<file path="src/rtl/aff2d_pkg.sv">
`timescale 1ns / 1ps
// Package for the 2D affine transform accumulator.
// Opcode codes, internal command type and the request/result payload structs.
// No dependencies.
package aff2d_pkg;

    localparam logic [2:0] OPC_IDENT = 3'd0;
    localparam logic [2:0] OPC_SCALE = 3'd1;
    localparam logic [2:0] OPC_ROT   = 3'd2;
    localparam logic [2:0] OPC_TRANS = 3'd3;
    localparam logic [2:0] OPC_POINT = 3'd4;

    typedef enum logic [2:0] {
        OP_IDENT,
        OP_SCALE,
        OP_ROT,
        OP_TRANS,
        OP_POINT
    } t_op;

    typedef struct packed {
        logic [2:0]         opcode;
        logic signed [31:0] a_x;
        logic signed [31:0] a_y;
        logic signed [31:0] b_x;
        logic signed [31:0] b_y;
    } t_in_item;

    typedef struct packed {
        logic signed [31:0] out_x;
        logic signed [31:0] out_y;
    } t_out_item;

    typedef struct packed {
        t_op                op;
        logic signed [31:0] a_x;
        logic signed [31:0] a_y;
        logic signed [31:0] b_x;
        logic signed [31:0] b_y;
    } t_cmd;

endpackage

</file>
<file path="src/rtl/aff2d_queue.sv">
`timescale 1ns / 1ps
// Small command FIFO between the front end and the execute stage.
// Depends on aff2d_pkg.
module aff2d_queue #(
    parameter int DEPTH = 2
) (
    input  logic            i_clk,
    input  logic            i_rst_n,
    input  logic            i_push_valid,
    output logic            o_push_ready,
    input  aff2d_pkg::t_cmd i_push_cmd,
    output logic            o_head_valid,
    input  logic            i_pop,
    output aff2d_pkg::t_cmd o_head_cmd
);

    localparam int PW = (DEPTH > 1) ? $clog2(DEPTH) : 1;
    localparam int CW = $clog2(DEPTH + 1);

    aff2d_pkg::t_cmd r_mem [DEPTH];
    logic [PW-1:0]   r_wr_ptr, n_wr_ptr;
    logic [PW-1:0]   r_rd_ptr, n_rd_ptr;
    logic [CW-1:0]   r_count, n_count;
    logic            push, pop;

    assign o_push_ready = (r_count != CW'(DEPTH));
    assign o_head_valid = (r_count != '0);
    assign o_head_cmd   = r_mem[r_rd_ptr];
    assign push         = i_push_valid && o_push_ready;
    assign pop          = i_pop && o_head_valid;

    always_comb begin
        n_wr_ptr = r_wr_ptr;
        n_rd_ptr = r_rd_ptr;
        n_count  = r_count;
        if (push) begin
            n_wr_ptr = (r_wr_ptr == PW'(DEPTH - 1)) ? '0 : r_wr_ptr + 1'b1;
        end
        if (pop) begin
            n_rd_ptr = (r_rd_ptr == PW'(DEPTH - 1)) ? '0 : r_rd_ptr + 1'b1;
        end
        if (push && !pop) begin
            n_count = r_count + 1'b1;
        end else if (pop && !push) begin
            n_count = r_count - 1'b1;
        end
    end

    always_ff @(posedge i_clk) begin
        if (!i_rst_n) begin
            r_wr_ptr <= '0;
            r_rd_ptr <= '0;
            r_count  <= '0;
        end else begin
            r_wr_ptr <= n_wr_ptr;
            r_rd_ptr <= n_rd_ptr;
            r_count  <= n_count;
        end
    end

    always_ff @(posedge i_clk) begin
        if (push) begin
            r_mem[r_wr_ptr] <= i_push_cmd;
        end
    end

endmodule

</file>
<file path="config.mk">
export PLATFORM = sky130hd
export DESIGN_NAME = aff2d_queue
export DESIGN_NICKNAME = d
export VERILOG_FILES = /design/src/rtl/aff2d_pkg.sv /design/src/rtl/aff2d_queue.sv
export SDC_FILE = /design/constraint.sdc
export NUM_CORES = 1
export LEC_CHECK = 0
export BUFFER_PORTS_ARGS = -buffer_cell sky130_fd_sc_hd__buf_4
export CAP_MARGIN = 20
export CORE_MARGIN = 4
export CORE_UTILIZATION = 40
export CTS_CLUSTER_DIAMETER = 30
export DETAILED_ROUTE_END_ITERATION = 8
export HOLD_SLACK_MARGIN = 0.08
export PLACE_DENSITY = 0.71
export SLEW_MARGIN = 25
export SYNTH_ARGS = -nofsm -noshare
export SYNTH_HDL_FRONTEND = slang
export SYNTH_SLANG_ARGS = --single-unit
</file>
<file path="constraint.sdc">
create_clock -name i_clk -period 5.88 [get_ports i_clk]
set_input_delay 1.47 -clock i_clk [delete_from_list [all_inputs] [get_ports i_clk]]
set_output_delay 1.47 -clock i_clk [all_outputs]
set_load 0.01 [all_outputs]
</file>
; ---- Yosys cells after proc, flatten, opt, wreduce, memory -nomap -nowiden
; Memories as Yosys holds them, arrays and structs flattened. A register that Yosys moved wholly into a read port is not among the register bits.
; Cells that the tools add are included.
[word_totals]
regBits = 4
latchBits = 0
ram_bits = 262
rom_bits = 0
input_bits = 135
output_inout_bits = 133
elab_cells = 25
memories = 1
[classes]
n_addsub = 4
n_mul = 0
div_mod_pow = 0
order_cmp = 0
eq_ne = 1
shift = 0
muxes = 8
bitwise_logic = 0
n_reduce_logical = 8
[memory_table]
columns = memory, depth, word_bits, rd, rd_ports_with_merged_regs, wr, line_no
row1 = r_mem, 2, 131, 1, 1, 1, aff2d_queue.sv:20  ; aff2d_pkg::t_cmd r_mem [DEPTH];
[op_table]
columns = operator, n
row1 = $mux W1, 6
row2 = $logic_and A1 B1 Y1, 4
row3 = $mux W2, 2
row4 = $reduce_bool A2 Y1, 2
row5 = $add A1 B1 Y1 const B, 2
row6 = $add A2 B1 Y2 const B, 1
row7 = $logic_not A1 Y1, 2
row8 = $ne A2 B2 Y1 const B, 1
row9 = $sub A2 B1 Y2 const B, 1

; ---- Longest topological paths before layout
[logic_depth]
depth_word = 6
ltp_mapped = 6
mapped_depth_nobuf = 6

; ---- Least setup slack after synthesis
; Ideal clock, no wire load.
[synth_timing]
kind = input -> register
start = input i_push_valid
end = memory r_mem[1][0] (netlist name), enable pin
setup_time_ps = 506
arrival_time_ps = 4534
required_ps = 5374
setup_slack_ps = 839
stages = 1
n_path_buf = 0
cell_sequence = and3_1
[synth_between]
elab_chain_len = 3
[synth_lines]
columns = item, line_no
row1 = start: declaration, aff2d_queue.sv:9  ; input logic i_push_valid,
row2 = $logic_and A1 B1 Y1, aff2d_queue.sv:29  ; assign push = i_push_valid && o_push_ready;
row3 = $mux W1, aff2d_queue.sv:62  ; if (push) begin
row4 = $mux W1 (not written as such), aff2d_queue.sv:63  ; r_mem[r_wr_ptr] <= i_push_cmd;
row5 = end: declaration, aff2d_queue.sv:20
; Every way passes these cells.

==> metrics.md <==
| Metric | Value |
|---|---|
| Global placer's final weighted congestion | just under 0.8 |
| Clock insertion delay at the later pin of the skew report | approximately 0.52 ns |
| Total number of nets in the final design | 872 |
| Clock-pin slew of the registers on the worst-case setup and hold paths | 0.05 ns |
| Flop and latch count out of synthesis | between 200 and 300 |
| Achievable clock frequency | between 200 and 300 MHz |
| CP Capture Type | output pin |
| Hold slack | 0.577 ns |
| Wire length of the first global-routing pass | 31100 µm |
| First-pass detailed-route iteration total | 4 |
| Drt total wl | around 20000 µm |
| Num Clock Sinks | 267 |
| Vias in the first global route | roughly 5.7k |
| Crit share post-route | about 65% |
| Area share of the largest cell type after synthesis | 78.1% |
| Clock buffer count from CTS | 46 |
| Initial core utilization | between 40% and 50% |
| Final number of setup-violating endpoints | 0 |
| Average wire length per cell after detail routing | roughly 18 µm |
| Worst-margin pin slew | 0.913 ns |
| Gate Count Post-Synth | around 430 |
| Final HPWL DP | ~14000 µm |
| Number of max-slew violations in the final report | 0 |
| Ys Warns | 0 |
| Critical path start-end classification | flop to output pin |
| Synth Net Count | between 500 and 600 |
| Maximum capacitance violations | 0 |
| Overall die area | 27800 µm² |
| CTS tree | done |
| Slew headroom | between 30% and 40% |
| Critical Path AT | between 2 and 2.5 ns |
| Peak ir drop on the vdd network | roughly 0.0005 V |
| Layout cell share with drive strength beyond 1 | between 60% and 70% |
| Width of the die | 167 µm |
| Unrepaired setup endpoints after global routing | false |
| Final-report hold violation count | 0 |
| Share of the core filled with cells | 56.8% |
| Data required, critical path | ~4.4 ns |
| Number of port buffers | 267 |
| Run status | completed |
| Area growth from synthesis to final layout | 38.4% |
| Hold buffers post-CTS | 0 |
| Post_cts resized | 0 |
| Total via count after detailed routing | 5062 |
| Number of antenna violations at the first check in global routing | 0 |
| Nature of the critical path startpoint | flop |
| Final antenna-violating net count | 0 |
| Worst-path maximum fanout | 33 |
| Buffers inserted by post-CTS timing repair | 0 |
| Final worst setup slack | 2.03 ns |
| Cell type contributing the most total cell area after synthesis | edfxtp_1 |
| Summed negative setup slack over all endpoints | 0 ns |
| Die span in y | ~170 µm |
| Time the worst path needs with I/O delays and setup | about 3.8 ns |
| Netlist area before placement | around 10000 µm² |
| GRT Util Overall | 14.0% |
| Row Count | 57 |
| Leakage power | 5.38 nW |
| Distinct cells, synth | 22 |
| Count of unresolved DRC violations after routing | 0 |
| Global route overflow | 0 |
| Top-level port count | 268 |
| Area contributors post-synth | edfxtp_1, mux2_4, mux2_2 |
| Clock Tree Buf Depth | 3 |
| CTS HTree Levels | 2 |
| Clock Root Buffer | clkbuf_16 |
| Worst Clk Skew | approximately 0.013 ns |
| Setup slack at placement | about 2.4 ns |
| Antenna diodes | 0 |
| Pin count of the biggest net entering global routing | 96 |
| Power per cell area | roughly 470 nW/µm² |
| Core outline area | 24500 µm² |
| Synthesized area divided by synthesized cell count | roughly 23 µm² |
| Initial detailed-routing violation count | 290 |
| Classification of the worst-slack hold path | flop to flop |
| Share of synthesized area occupied by flip-flops and latches | between 70% and 80% |
| Average via count per standard cell | around 4.6 |
## cells in the mapped netlist
cell type,count
xnor2_1,2
and3_1,1
nand2b_4,1
o21ai_1,1
or3_1,1
nand3b_1,1
and2_1,4
inv_1,1
buf_6,10
o21ai_0,1
ha_1,1
a21boi_1,1
edfxtp_1,262
a21bo_2,1
xor2_1,1
mux2_4,90
a21boi_0,1
buf_2,4
or2_2,1
mux2_2,41
dfxtp_1,5
buf_8,1
## final timing paths
kind,cells after the start,slack [ns],to,startpoint
setup / recovery,3,2.03,o_head_cmd[110],flop
hold / removal,2,0.58,r_count[1],r_count[1]
setup reg to reg,4,3.49,r_mem[0][35],r_count[0]
hold reg to reg,2,0.58,r_count[1],r_count[1]
## cells by family after synthesis
group	after synthesis	share of synthesized area, %
AOI/OAI and AO/OA	5	0.348
xor gates and xnor gates	3	0.261
adders and majority gates	1	0.124
buffers and inverters	16	1.50
DFF	267	79.1
muxes	131	18.0
and+or+nand+nor	9	0.646
## placed cells by master, fill, tap and decap left out, types with 2 or more instances in the layout
master,synthesis,routed
clkbuf_1,0,5
buf_4,0,269
and2_1,4,4
bufinv_16,0,5
dfxtp_1,5,4
clkinvlp_4,0,8
mux2_2,41,41
clkinv_2,0,3
clkinv_4,0,5
inv_6,0,6
clkinv_1,0,4
mux2_4,90,90
xnor2_1,2,2
clkbuf_16,0,46
edfxtp_1,262,262
buf_12,0,2
## state kept, by name, summed over array words and instances, names as in the netlist, named ones only
| register | flops |
|---|---|
| r_mem | 262 |
| r_count | 2 |
| r_wr_ptr | 1 |
| r_rd_ptr | 1 |
## critical path: stages (launching register included)
cell and delay, ns:
dfxtp_4 0.67, buf_4 0.59, mux2_2 0.41, buf_4 0.14
## per-layer routing
| metal | vias to the layer above | global-route usage, % | wire [µm] |
|---|---|---|---|
| met5 | - | 0 | 0 |
| met4 | 0 | 4.09 | 306 |
| met3 | 31 | 5.10 | 1730 |
| met2 | 217 | 23.9 | 10000 |
| met1 | 2463 | 16.7 | 8020 |
| li1 | 2351 | - | - |
## area by class of cell
| cell class | instances | area (µm²) |
|---|---|---|
| Clock buffer | 52 | 1180 |
| Clock inverter | 32 | 355 |
| Fill cell | 1881 | 10600 |
| Inverter | 1 | 8.76 |
| Multi-Input combinational cell | 149 | 1960 |
| Sequential cell | 267 | 7970 |
| Tap cell | 324 | 405 |
| Timing Repair Buffer | 271 | 2060 |
## power by group
part,internal (mW),total [mW],switching [mW]
sequential,2.39,2.49,0.0995
clock,1.68,2.56,0.881
combinational,0.854,1.53,0.671
## per-stage QoR
step	total power, mW	cell area (µm²)	instances
global route	6.86	13900	1096
detailed placement	4.08	12400	1012
finish	6.57	13900	1096
CTS	6.67	13900	1096
global placement	4.03	12400	1012
floorplan	3.45	10100	432
No activity file was read; power rests on OpenSTA's default activity.
